==> src/hw/rtl/edt_pkg.sv <==
// Shared types and constants for the escape-decoding tokenizer.
// Holds the result-group type passed from front to back through the queue.
// No dependencies.
package edt_pkg;

    // Result slots one input beat can produce
    localparam int RES_MAX = 3;
    // Default depth of the front-to-back queue
    localparam int QDEPTH  = 4;

    // Characters that take part in escape decoding
    localparam logic [7:0] CH_BSL   = 8'h5C; // backslash
    localparam logic [7:0] CH_QMARK = 8'h3F;
    localparam logic [7:0] CH_SQUOT = 8'h27;
    localparam logic [7:0] CH_DQUOT = 8'h22;
    localparam logic [7:0] CH_N     = 8'h6E;
    localparam logic [7:0] CH_T     = 8'h74;
    localparam logic [7:0] CH_V     = 8'h76;
    localparam logic [7:0] CH_B     = 8'h62;
    localparam logic [7:0] CH_R     = 8'h72;
    localparam logic [7:0] CH_F     = 8'h66;
    localparam logic [7:0] CH_A     = 8'h61;

    // Control codes the escapes decode to
    localparam logic [7:0] CC_LF  = 8'd10;
    localparam logic [7:0] CC_TAB = 8'd9;
    localparam logic [7:0] CC_VT  = 8'd11;
    localparam logic [7:0] CC_BS  = 8'd8;
    localparam logic [7:0] CC_CR  = 8'd13;
    localparam logic [7:0] CC_FF  = 8'd12;
    localparam logic [7:0] CC_BEL = 8'd7;

    // Results caused by one input beat
    typedef struct packed {
        logic [1:0]               cnt;  // number of valid slots, 1 to 3
        logic [RES_MAX-1:0][7:0]  tok;  // token characters, slot 0 first
        logic [RES_MAX-1:0]       fin;  // end-of-token flags
    } t_grp;

endpackage

==> src/hw/rtl/edt_front.sv <==
// Front end: delimiter map registers, escape decoding and token hold-back.
// Turns each accepted input beat into a result group, pushed only if not empty.
// Depends on edt_pkg.
module edt_front
    import edt_pkg::*;
(
    input  logic        i_clk,
    input  logic        i_rst_n,
    // input channel
    input  logic        i_in_valid,
    output logic        o_in_stall,
    input  logic [7:0]  i_in_byte,
    input  logic        i_end_of_string,
    // configuration writes
    input  logic        i_cfg_valid,
    input  logic [1:0]  i_cfg_index,
    input  logic [63:0] i_cfg_data,
    // queue push side
    input  logic        i_q_full,
    output logic        o_q_push,
    output t_grp        o_q_grp
);

    logic [3:0][63:0] r_delim_map;
    logic             r_esc_open, n_esc_open;
    logic             r_held_valid, n_held_valid;
    logic [7:0]       r_held_byte, n_held_byte;

    logic             accept;
    logic [1:0]       dec_num;
    logic [1:0][7:0]  dec_chr;
    t_grp             grp;

    // Known escape lookup: bit 8 flags a known escape
    function automatic logic [8:0] esc_lookup(input logic [7:0] c);
        logic [8:0] r;
        unique case (c)
            CH_N:     r = {1'b1, CC_LF};
            CH_T:     r = {1'b1, CC_TAB};
            CH_V:     r = {1'b1, CC_VT};
            CH_B:     r = {1'b1, CC_BS};
            CH_R:     r = {1'b1, CC_CR};
            CH_F:     r = {1'b1, CC_FF};
            CH_A:     r = {1'b1, CC_BEL};
            CH_BSL:   r = {1'b1, CH_BSL};
            CH_QMARK: r = {1'b1, CH_QMARK};
            CH_SQUOT: r = {1'b1, CH_SQUOT};
            CH_DQUOT: r = {1'b1, CH_DQUOT};
            default:  r = {1'b0, c};
        endcase
        return r;
    endfunction

    // Delimiter test; byte zero is never a delimiter
    function automatic logic is_delim(input logic [3:0][63:0] m, input logic [7:0] d);
        return (d != 8'd0) && m[d[7:6]][d[5:0]];
    endfunction

    assign accept     = i_in_valid && !i_q_full;
    assign o_in_stall = i_q_full;

    // Escape decoding: zero, one or two decoded characters per beat
    always_comb begin
        logic [8:0] lk;
        lk         = esc_lookup(i_in_byte);
        dec_num    = 2'd0;
        dec_chr    = '0;
        n_esc_open = r_esc_open;
        if (r_esc_open) begin
            n_esc_open = 1'b0;
            if (lk[8]) begin
                dec_num    = 2'd1;
                dec_chr[0] = lk[7:0];
            end else begin
                dec_num    = 2'd2;
                dec_chr[0] = CH_BSL;
                dec_chr[1] = i_in_byte;
            end
        end else if (i_in_byte == CH_BSL) begin
            // lone backslash at the end of the string goes out verbatim
            if (i_end_of_string) begin
                dec_num    = 2'd1;
                dec_chr[0] = CH_BSL;
            end else begin
                n_esc_open = 1'b1;
            end
        end else begin
            dec_num    = 2'd1;
            dec_chr[0] = i_in_byte;
        end
        if (i_end_of_string) begin
            n_esc_open = 1'b0;
        end
    end

    // Tokenising: feed decoded characters through the hold-back register
    always_comb begin
        logic       hv;
        logic [7:0] hb;
        logic [1:0] cnt;
        hv  = r_held_valid;
        hb  = r_held_byte;
        cnt = 2'd0;
        grp = '0;
        for (int k = 0; k < 2; k++) begin
            if (2'(k) < dec_num) begin
                if (is_delim(r_delim_map, dec_chr[k])) begin
                    if (hv) begin
                        grp.tok[cnt] = hb;
                        grp.fin[cnt] = 1'b1;
                        cnt          = cnt + 2'd1;
                        hv           = 1'b0;
                    end
                end else begin
                    if (hv) begin
                        grp.tok[cnt] = hb;
                        grp.fin[cnt] = 1'b0;
                        cnt          = cnt + 2'd1;
                    end
                    hb = dec_chr[k];
                    hv = 1'b1;
                end
            end
        end
        // flush at end of string
        if (i_end_of_string) begin
            if (hv) begin
                grp.tok[cnt] = hb;
                grp.fin[cnt] = 1'b1;
                cnt          = cnt + 2'd1;
            end
            hv = 1'b0;
        end
        grp.cnt      = cnt;
        n_held_valid = hv;
        n_held_byte  = hb;
    end

    assign o_q_push = accept && (grp.cnt != 2'd0);
    assign o_q_grp  = grp;

    // State and configuration registers
    always_ff @(posedge i_clk) begin
        if (!i_rst_n) begin
            r_delim_map  <= '0;
            r_esc_open   <= 1'b0;
            r_held_valid <= 1'b0;
            r_held_byte  <= 8'd0;
        end else begin
            if (i_cfg_valid) begin
                r_delim_map[i_cfg_index] <= i_cfg_data;
            end
            if (accept) begin
                r_esc_open   <= n_esc_open;
                r_held_valid <= n_held_valid;
                r_held_byte  <= n_held_byte;
            end
        end
    end

endmodule

==> src/hw/rtl/edt_queue.sv <==
// Short queue of result groups between front and back ends.
// Register array with head and tail pointers and an occupancy count.
// Depends on edt_pkg.
module edt_queue
    import edt_pkg::*;
#(
    parameter int DEPTH = QDEPTH
) (
    input  logic i_clk,
    input  logic i_rst_n,
    input  logic i_push,
    input  t_grp i_grp,
    output logic o_full,
    input  logic i_pop,
    output logic o_valid,
    output t_grp o_grp
);

    localparam int PW = (DEPTH > 1) ? $clog2(DEPTH) : 1;
    localparam int CW = $clog2(DEPTH + 1);

    t_grp            r_mem [DEPTH];
    logic [PW-1:0]   r_head, r_tail;
    logic [CW-1:0]   r_count;

    function automatic logic [PW-1:0] ptr_inc(input logic [PW-1:0] p);
        return (p == PW'(DEPTH - 1)) ? '0 : p + PW'(1);
    endfunction

    assign o_full  = (r_count == CW'(DEPTH));
    assign o_valid = (r_count != '0);
    assign o_grp   = r_mem[r_head];

    // Storage, written at the tail
    always_ff @(posedge i_clk) begin
        if (i_push) begin
            r_mem[r_tail] <= i_grp;
        end
    end

    // Pointers and count
    always_ff @(posedge i_clk) begin
        if (!i_rst_n) begin
            r_head  <= '0;
            r_tail  <= '0;
            r_count <= '0;
        end else begin
            if (i_push) begin
                r_tail <= ptr_inc(r_tail);
            end
            if (i_pop) begin
                r_head <= ptr_inc(r_head);
            end
            if (i_push && !i_pop) begin
                r_count <= r_count + CW'(1);
            end else if (!i_push && i_pop) begin
                r_count <= r_count - CW'(1);
            end
        end
    end

endmodule

==> src/hw/rtl/edt_back.sv <==
// Back end: walks the head result group's slots into a registered output
// stage, one beat per cycle while not stalled. Depends on edt_pkg.
module edt_back
    import edt_pkg::*;
(
    input  logic       i_clk,
    input  logic       i_rst_n,
    // queue pop side
    input  logic       i_q_valid,
    input  t_grp       i_q_grp,
    output logic       o_q_pop,
    // output channel
    output logic       o_out_valid,
    input  logic       i_out_stall,
    output logic [7:0] o_token_byte,
    output logic       o_token_end,
    output logic       o_last_of_run
);

    logic [1:0] r_idx;
    logic       r_out_valid;
    logic [7:0] r_token_byte;
    logic       r_token_end;
    logic       r_last_of_run;
    logic       load;
    logic       last_slot;

    // Output register free or draining this cycle
    assign load      = i_q_valid && (!r_out_valid || !i_out_stall);
    assign last_slot = (r_idx == (i_q_grp.cnt - 2'd1));
    assign o_q_pop   = load && last_slot;

    // Slot counter and output valid
    always_ff @(posedge i_clk) begin
        if (!i_rst_n) begin
            r_idx       <= 2'd0;
            r_out_valid <= 1'b0;
        end else begin
            if (load) begin
                r_idx       <= last_slot ? 2'd0 : r_idx + 2'd1;
                r_out_valid <= 1'b1;
            end else if (!i_out_stall) begin
                r_out_valid <= 1'b0;
            end
        end
    end

    // Output payload
    always_ff @(posedge i_clk) begin
        if (load) begin
            r_token_byte  <= i_q_grp.tok[r_idx];
            r_token_end   <= i_q_grp.fin[r_idx];
            r_last_of_run <= last_slot;
        end
    end

    assign o_out_valid   = r_out_valid;
    assign o_token_byte  = r_token_byte;
    assign o_token_end   = r_token_end;
    assign o_last_of_run = r_last_of_run;

endmodule

==> src/hw/rtl/escape_decoding_tokenizer_top.sv <==
// Channel   Direction  Handshake               Payload
// in        input      i_in_valid/o_in_stall   i_in_byte, i_end_of_string
// out       output     o_out_valid/i_out_stall o_token_byte, o_token_end, o_last_of_run
// cfg       input      i_cfg_valid/o_cfg_ready i_cfg_index, i_cfg_data
//
// One input beat per cycle while the group queue has room; each beat yields
// zero to three output beats, which the back end sends one per cycle while
// the output is not stalled, so the output port sets the sustained rate.
// Synchronous active-low reset clears state, map and queue.
// Input stalls only when the queue is full; output stalls back up the queue.
// Depends on edt_pkg, edt_front, edt_queue, edt_back.
module escape_decoding_tokenizer_top
    import edt_pkg::*;
#(
    parameter int QUEUE_DEPTH = QDEPTH
) (
    input  logic        i_clk,
    input  logic        i_rst_n,
    input  logic        i_in_valid,
    output logic        o_in_stall,
    input  logic [7:0]  i_in_byte,
    input  logic        i_end_of_string,
    output logic        o_out_valid,
    input  logic        i_out_stall,
    output logic [7:0]  o_token_byte,
    output logic        o_token_end,
    output logic        o_last_of_run,
    input  logic        i_cfg_valid,
    output logic        o_cfg_ready,
    input  logic [1:0]  i_cfg_index,
    input  logic [63:0] i_cfg_data
);

    logic q_push, q_full, q_pop, q_valid;
    t_grp push_grp, head_grp;

    assign o_cfg_ready = 1'b1;

    edt_front u_front (
        .i_clk           (i_clk),
        .i_rst_n         (i_rst_n),
        .i_in_valid      (i_in_valid),
        .o_in_stall      (o_in_stall),
        .i_in_byte       (i_in_byte),
        .i_end_of_string (i_end_of_string),
        .i_cfg_valid     (i_cfg_valid),
        .i_cfg_index     (i_cfg_index),
        .i_cfg_data      (i_cfg_data),
        .i_q_full        (q_full),
        .o_q_push        (q_push),
        .o_q_grp         (push_grp)
    );

    edt_queue #(
        .DEPTH (QUEUE_DEPTH)
    ) u_queue (
        .i_clk   (i_clk),
        .i_rst_n (i_rst_n),
        .i_push  (q_push),
        .i_grp   (push_grp),
        .o_full  (q_full),
        .i_pop   (q_pop),
        .o_valid (q_valid),
        .o_grp   (head_grp)
    );

    edt_back u_back (
        .i_clk         (i_clk),
        .i_rst_n       (i_rst_n),
        .i_q_valid     (q_valid),
        .i_q_grp       (head_grp),
        .o_q_pop       (q_pop),
        .o_out_valid   (o_out_valid),
        .i_out_stall   (i_out_stall),
        .o_token_byte  (o_token_byte),
        .o_token_end   (o_token_end),
        .o_last_of_run (o_last_of_run)
    );

endmodule

==> config.mk <==
export PLATFORM = sky130hd
export DESIGN_NAME = escape_decoding_tokenizer_top
export DESIGN_NICKNAME = d
export VERILOG_FILES = /design/src/hw/rtl/edt_pkg.sv /design/src/hw/rtl/edt_front.sv /design/src/hw/rtl/edt_queue.sv /design/src/hw/rtl/edt_back.sv /design/src/hw/rtl/escape_decoding_tokenizer_top.sv
export SDC_FILE = /design/constraint.sdc
export NUM_CORES = 1
export LEC_CHECK = 0
export BUFFER_PORTS_ARGS = -buffer_cell sky130_fd_sc_hd__clkbuf_2
export CORE_MARGIN = 2
export CORE_UTILIZATION = 57
export CTS_BUF_LIST = sky130_fd_sc_hd__clkbuf_16
export DETAILED_ROUTE_END_ITERATION = 6
export PLACE_DENSITY = 0.88
export SLEW_MARGIN = 20
export SYNTH_ARGS = -nofsm -noshare
export SYNTH_HDL_FRONTEND = slang
export SYNTH_SLANG_ARGS = --single-unit
==> constraint.sdc <==
create_clock -name i_clk -period 6.45 [get_ports i_clk]
set_input_delay 0.3225 -clock i_clk [delete_from_list [all_inputs] [get_ports i_clk]]
set_output_delay 0.3225 -clock i_clk [all_outputs]
set_load 0.01 [all_outputs]
== Word level (Yosys, flattened, before mapping) ==
Memory sizes are Yosys's and may differ from the RTL's. A register that Yosys moved wholly into a read port is not among the register bits.
Cells that the tools add are included.

* RAM bits: 116
* Flip-flop bits (word level): 286
* Memories kept: 1
* Logic and storage cells: 155
* Input port bits: 80
* Output and inout port bits: 13

* Bitwise gates (word level): 4
* Reduce and logical (&&, ||, !) cells: 22
* Multiplexer cells: 76
* Equal/unequal tests: 16
* Order comparisons: 13
* Add/subtract/negate cells: 8

{| class="wikitable"
|+ Memories
! name !! words !! width !! rd ports !! clocked after memory_dff !! write ports !! line !! source
|-
| u_queue.r_mem || 4 || 29 || 1 || 1 || 1 || edt_queue.sv:22 || <nowiki>t_grp r_mem [DEPTH];</nowiki>
|}

{| class="wikitable"
|+ Operators with widths
! cell !! count
|-
| binary-select mux 64 bit (select 2 bit) || 2
|-
| bitwise mux 256 bit || 1
|-
| 2-to-1 mux 64 bit || 3
|-
| 2-to-1 mux 27 bit || 6
|-
| demux 64 bit (select 2 bit) || 1
|-
| 2-to-1 mux 8 bit || 14
|-
| case mux 9 bit (11 select lines) || 1
|-
| equality test 8 x 7 -> 1 bit (second input constant) || 8
|-
| bitwise mux 24 bit || 2
|-
| demux 8 bit (select 2 bit) || 2
|-
| equality test 8 x 6 -> 1 bit (second input constant) || 3
|-
| 2-to-1 mux 2 bit || 12
|-
| 2-to-1 mux 1 bit || 23
|-
| less-than comparator 2 x 3 -> 1 bit (second input constant) || 6
|-
| binary-select mux 8 bit (select 2 bit) || 1
|-
| nonzero test 8 bit || 2
|-
| less-than comparator 6 x 7 -> 1 bit (second input constant) || 2
|-
| binary-select mux 1 bit (select 6 bit) || 2
|-
| logical AND 1 bit || 11
|-
| adder 2 x 1 -> 2 bit (second input constant) || 5
|-
| 2-to-1 mux 7 bit || 1
|-
| greater-or-equal comparator 2 x 1 -> 1 bit (second input constant) || 3
|-
| 2-to-1 mux 3 bit || 2
|-
| zero test 1 bit || 5
|-
| 17 further kinds || 21
|}

== Logic depth before layout (Yosys ltp) ==
* Depth after elaboration: 22
* Mapped depth: 34
* Depth with buffers taken out: 30

== Modules after synthesis ==
Synthesis repeated with hierarchy kept, for this count alone.

* Cell total of the unflattened synthesis: 2413
* Area total of the unflattened synthesis: 21732.1 um^2

{| class="wikitable"
|+ Modules (own cells, without submodules)
! module !! instances !! cells an instance !! area an instance (um^2) !! sequential area each (um^2)
|-
| edt_front || 1 || 2154 || 16397.0 || 5325.1
|-
| edt_queue || 1 || 195 || 4650.7 || 3663.5
|-
| edt_back || 1 || 62 || 673.1 || 360.3
|-
| escape_decoding_tokenizer_top || 1 || 2 || 11.3 || 0.0
|}

== Worst setup path before layout ==
Ideal clock, no wire load.

* Kind: input to register
* From: input i_in_byte[0]
* To: register u_queue.r_count[2]
* Required time: 6.374 ns
* Stages: 34
* Arrival time: 6.260 ns
* Setup time: 0.076 ns
* Setup slack: 0.114 ns
* Path through: buf_6 or4b_4 buf_6 o31a_1 buf_6 o21ai_4 buf_2 buf_4 o22ai_1 o211ai_1 nand4_1 o32ai_1 a31oi_1 o22ai_2 nand2_1 o21ai_0 inv_1 ha_1 nand2_1 o21ai_0 inv_1 ha_1 inv_1 nand4_1 o22ai_1 o21bai_1 a311o_1 a21oi_2 ha_1 inv_1 fa_1 xor2_1 or3_1 a21boi_0

* Word-level cells in the longest chain between the ends: 21

{| class="wikitable"
|+ Ends and longest elaborated chain
! element !! line !! source
|-
| from (decl) || escape_decoding_tokenizer_top.sv:21 || <nowiki>input logic [7:0] i_in_byte,</nowiki>
|-
| equality test 8 x 6 -> 1 bit, or another cell as far along || edt_front.sv:37 || <nowiki>unique case (c)</nowiki>
|-
| case mux 9 bit (11 select lines) || edt_front.sv:37 ||
|-
| 2-to-1 mux 8 bit || edt_front.sv:71 || <nowiki>if (lk[8]) begin</nowiki>
|-
| 2-to-1 mux 8 bit || edt_front.sv:69 || <nowiki>if (r_esc_open) begin</nowiki>
|-
| binary-select mux 64 bit (select 2 bit) || edt_front.sv:56 || <nowiki>return (d != 8'd0) && m[d[7:6]][d[5:0]];</nowiki>
|-
| 2-to-1 mux 64 bit (not written as such) || edt_front.sv:56 ||
|-
| binary-select mux 1 bit (select 6 bit) || edt_front.sv:56 ||
|-
| 2-to-1 mux 1 bit (not written as such) || edt_front.sv:56 ||
|-
| [... 6 more ...] || n/a ||
|-
| 2-to-1 mux 2 bit || edt_front.sv:127 || <nowiki>if (hv) begin</nowiki>
|-
| 2-to-1 mux 2 bit (*) || edt_front.sv:126 || <nowiki>if (i_end_of_string) begin</nowiki>
|-
| nonzero test 2 bit (*) || edt_front.sv:139 || <nowiki>assign o_q_push = accept && (grp.cnt != 2'd0);</nowiki>
|-
| logical AND 1 bit (*) || edt_front.sv:139 ||
|-
| named net q_push || escape_decoding_tokenizer_top.sv:34 || <nowiki>logic q_push, q_full, q_pop, q_valid;</nowiki>
|-
| zero test 1 bit || edt_queue.sv:56 || <nowiki>end else if (!i_push && i_pop) begin</nowiki>
|-
| logical AND 1 bit || edt_queue.sv:56 ||
|-
| nonzero test 2 bit (no source line) || n/a ||
|-
| to (signal assigned) || edt_queue.sv:55 || <nowiki>r_count <= r_count + CW'(1);</nowiki>
|-
| to (signal assigned) || edt_queue.sv:57 || <nowiki>r_count <= r_count - CW'(1);</nowiki>
|-
| to (decl) || edt_queue.sv:24 || <nowiki>logic [CW-1:0] r_count;</nowiki>
|}

Mark *: on every way through the listed nets, which the timed path passes. The rest lies on a longest branch. The select of a mux whose other input is x is not followed.
A chain may end at the register's enable or synchronous reset.

== Worst setup path in the final report ==
* From: register u_front.r_esc_open
* To: register u_queue.r_count[2]

* Word-level cells in the longest chain between the ends: 18

{| class="wikitable"
|+ Ends and longest elaborated chain
! element !! line !! source
|-
| from (decl) || edt_front.sv:25 || <nowiki>logic r_esc_open, n_esc_open;</nowiki>
|-
| from (signal assigned) || edt_front.sv:154 || <nowiki>r_esc_open <= n_esc_open;</nowiki>
|-
| 2-to-1 mux 8 bit || edt_front.sv:69 ||
|-
| binary-select mux 64 bit (select 2 bit) || edt_front.sv:56 ||
|-
| 2-to-1 mux 64 bit (not written as such) || edt_front.sv:56 ||
|-
| binary-select mux 1 bit (select 6 bit) || edt_front.sv:56 ||
|-
| 2-to-1 mux 1 bit (not written as such) || edt_front.sv:56 ||
|-
| logical AND 1 bit || edt_front.sv:56 ||
|-
| 2-to-1 mux 1 bit || edt_front.sv:107 || <nowiki>if (is_delim(r_delim_map, dec_chr[k])) begin</nowiki>
|-
| 2-to-1 mux 1 bit || edt_front.sv:106 || <nowiki>if (2'(k) < dec_num) begin</nowiki>
|-
| [... 3 more ...] || n/a ||
|-
| 2-to-1 mux 2 bit || edt_front.sv:127 ||
|-
| 2-to-1 mux 2 bit (*) || edt_front.sv:126 ||
|-
| nonzero test 2 bit (*) || edt_front.sv:139 ||
|-
| logical AND 1 bit (*) || edt_front.sv:139 ||
|-
| named net q_push || escape_decoding_tokenizer_top.sv:34 ||
|-
| zero test 1 bit || edt_queue.sv:56 ||
|-
| logical AND 1 bit || edt_queue.sv:56 ||
|-
| nonzero test 2 bit (no source line) || n/a ||
|}

Marks and branches as above.

==> flow_summary.json <==
{
  "fin_cells": 3328,
  "drc": 0,
  "nets": 2871,
  "leakagePower_uw": 0.009635,
  "seq_area_um2": 9354,
  "cts_buffers": 40,
  "setup_tns_ps": 0,
  "grt_pass1_wl_um": 134900,
  "start_kind": "flop",
  "placedCellCount": 3247,
  "clock.fmax_ghz": 0.1597,
  "max_stage_delay_ps": 390,
  "grt_max_degree": 147,
  "cts_tree": "done",
  "hold_violations": 0,
  "worst_hold_path_type": "in -> reg",
  "viasPerCell": 6.707,
  "clkSinkCount": 404,
  "dp_hpwl_um": 62810,
  "area_delta_synth_final_pct": 17.14,
  "finalWirelength_um": 90320,
  "ir_worst_vdd_mv": 0.2172,
  "switching_share": 0.2924,
  "synth_top_area_frac": 0.2481,
  "antenna_cells": 0,
  "arrival_ps": 6750,
  "power.density_nw_per_um2": 246.9,
  "grt_pass1_vias": 21624,
  "p_sw_uw": 1897,
  "pwr-share-clk": 0.345,
  "critPathMaxFanout": 10,
  "rows": 72,
  "worstSetupPathType": "reg -> reg",
  "die_area_um2": 40950,
  "drv_cap": 0,
  "clk_pin_slew_worst_paths_ps": 60,
  "drive_gt1_frac": 0.1972,
  "clock_path_buffers": 3,
  "clock_latency_ps": 580,
  "h-tree-depth": 2,
  "min_period_over_period": 0.9708,
  "drv_slew": 0,
  "power_frac_seq": 0.454,
  "syn_nets": 2673,
  "cts-hold-fix-buffers": 0,
  "synth_edf_count": 126,
  "fillers": 3026,
  "critPathRequiredTime_ps": 6940,
  "wl_per_cell_um": 27.14,
  "numPortBuffers": 91,
  "synthCells": 2582,
  "grtUsageTotal": 0.4352,
  "ys_warn_count": 0,
  "period_needed_ps": 6261,
  "syn_area_um2": 22430,
  "die_width_um": 202.4,
  "grt_antenna_before_repair": 0,
  "yosys.cell_types.count": 106,
  "status": "complete, no violations",
  "intPower_uw": 4589,
  "maxSlewHeadroom": 0.2892,
  "synth-seq-area-share": 0.4168,
  "place_congestion": 1.057,
  "syn_area_per_cell_um2": 8.686,
  "slowest_stage": "dfxtp_4",
  "final_area_um2": 26270,
  "fp.coreArea_um2": 38740,
  "io_pins": 93,
  "initial_core_util": 0.5790,
  "grt.overflow.total": 0,
  "synth_commonest_cells": "726 x nand2_1, 278 x dfxtp_1, 265 x a21boi_0, 139 x clkbuf_1, 126 x edfxtp_1",
  "antenna_left": 0,
  "dr.pass1.iters": 6,
  "multi_input_area_um2": 12140,
  "worstMarginPinSlew_ps": 1066,
  "critPathCaptureType": "flop",
  "setup_viol": 0,
  "setup_slack_ps": 188.6,
  "ys_ff_latch": 404,
  "cts_root_buf": "clkbuf_16",
  "synthArstFlopShare": 0,
  "pwr-share-comb": 0.202,
  "synthTopCellsByArea": "dfxtp_1 25%, edfxtp_1 17%, nand2_1 12%",
  "first_iter_violations": 2786,
  "die_h_um": 202.4,
  "fin_skew_ps": 21.24,
  "synth_top_area_cell": "dfxtp_1",
  "dp_worst_setup_slack_ps": -275.3,
  "ys.flop_type": "dfxtp_1",
  "fin_hold_ws_ps": 15.45,
  "placed_area_um2": 24890,
  "routed-via-count": 22322,
  "synthMostInstantiatedCell": "nand2_1"
}
[logic make-up (layout without fill, tap and decap cells)]
family | Yosys count | after routing | synth area share
compound gates | 690 | 690 | 0.2248
other cells | 1 | 1 | 0.0001672
simple gates | 1054 | 1054 | 0.2049
mux | 169 | 169 | 0.09780
flops | 404 | 404 | 0.4168
fa+ha+maj | 11 | 11 | 0.006471
xor+xnor | 6 | 6 | 0.002344
buf+inv | 247 | 475 | 0.04675
[power groups by stage]
stage | logic [uW] | clock network [uW] | registers (uW)
finish | 1310 | 2240 | 2940
global route | 1390 | 2330 | 2950
CTS | 1280 | 2240 | 2940
detailed placement | 1260 | 0 | 2990
global placement | 1210 | 0 | 2970
floorplan | 752 | 0 | 2960
[flip-flops by register name, indices dropped and copies added, names as in the netlist, named ones only]
name and flops:
u_front.r_delim_map 256, u_back.o_last_of_run 1, u_front.r_esc_open 1, u_queue.r_count 3
u_back.o_token_end 1, u_queue.r_mem 116, u_front.r_held_byte 8, u_back.o_out_valid 1
u_back.r_idx 2, u_queue.r_tail 2, u_queue.r_head 2, u_back.o_token_byte 8
u_front.r_held_valid 1
[cell usage in the layout (no fill, tap or decap), types with 61 or more instances in the layout]
cell,n
buf_4,259
a21oi_1,82
mux2i_1,92
o21ai_0,66
dfxtp_1,276
nand3_1,61
clkbuf_2,88
nor2_1,86
nand2_1,724
edfxtp_1,126
a21boi_0,265
[per-stage QoR]
stage	total power [uW]	util
global route	6672	0.6782
floorplan	3711	-
global placement	4178	0.6425
finish	6486	0.6782
CTS	6457	0.6741
detailed placement	4243	0.6425
[final cells by class]
type                       count  area share
multi-input combinational   1931      0.4620
sequential                   404      0.3560
timing repair buffer         369      0.1059
clock buffer                  40     0.03810
tap                          518     0.02467
clock inverter                32    0.008477
inverter                      34    0.004858
[critical path: cells and delay by family, from the launching register on]
kind	cells	cell delay, ps
AO/OA/AOI/OAI	13	2240
XOR/XNOR	1	180
multiplexers	1	110
AND/OR/NAND/NOR	6	970
flip-flops	1	390
buffers and inverters	8	1110
adder cells (fa/ha/maj)	4	1180
[routing by layer]
metal | track usage | up-vias | share of wire
li1 | - | 9676 | -
met1 | 0.5606 | 10719 | 0.38
met2 | 0.7067 | 1545 | 0.46
met3 | 0.09045 | 380 | 0.10
met4 | 0.1955 | 2 | 0.053
met5 | 0 | - | 0.00050
[worst paths after layout]
path / start / end / slack [ps] / cells after the start
max reg2reg: u_front.r_esc_open$_SDFFE_PN0P_ / u_queue.r_count[2]$_SDFFE_PN0P_ / 190 / 33
min reg2reg: u_front.r_delim_map[183]$_SDFFE_PN0P_ / u_front.r_delim_map[183]$_SDFFE_PN0P_ / 490 / 2
min: i_cfg_data[40] / u_front.r_delim_map[40]$_SDFFE_PN0P_ / 20 / 3
max: u_front.r_esc_open$_SDFFE_PN0P_ / u_queue.r_count[2]$_SDFFE_PN0P_ / 190 / 33
[repair_timing]
item,4_1_cts,5_1_grt
hold endpoints to repair,0,0
setup buffers,0,9
endpoints found under the setup margin,1,1
pin swaps,0,5
resized for setup,1,18
(Power assumes the default switching activity.)
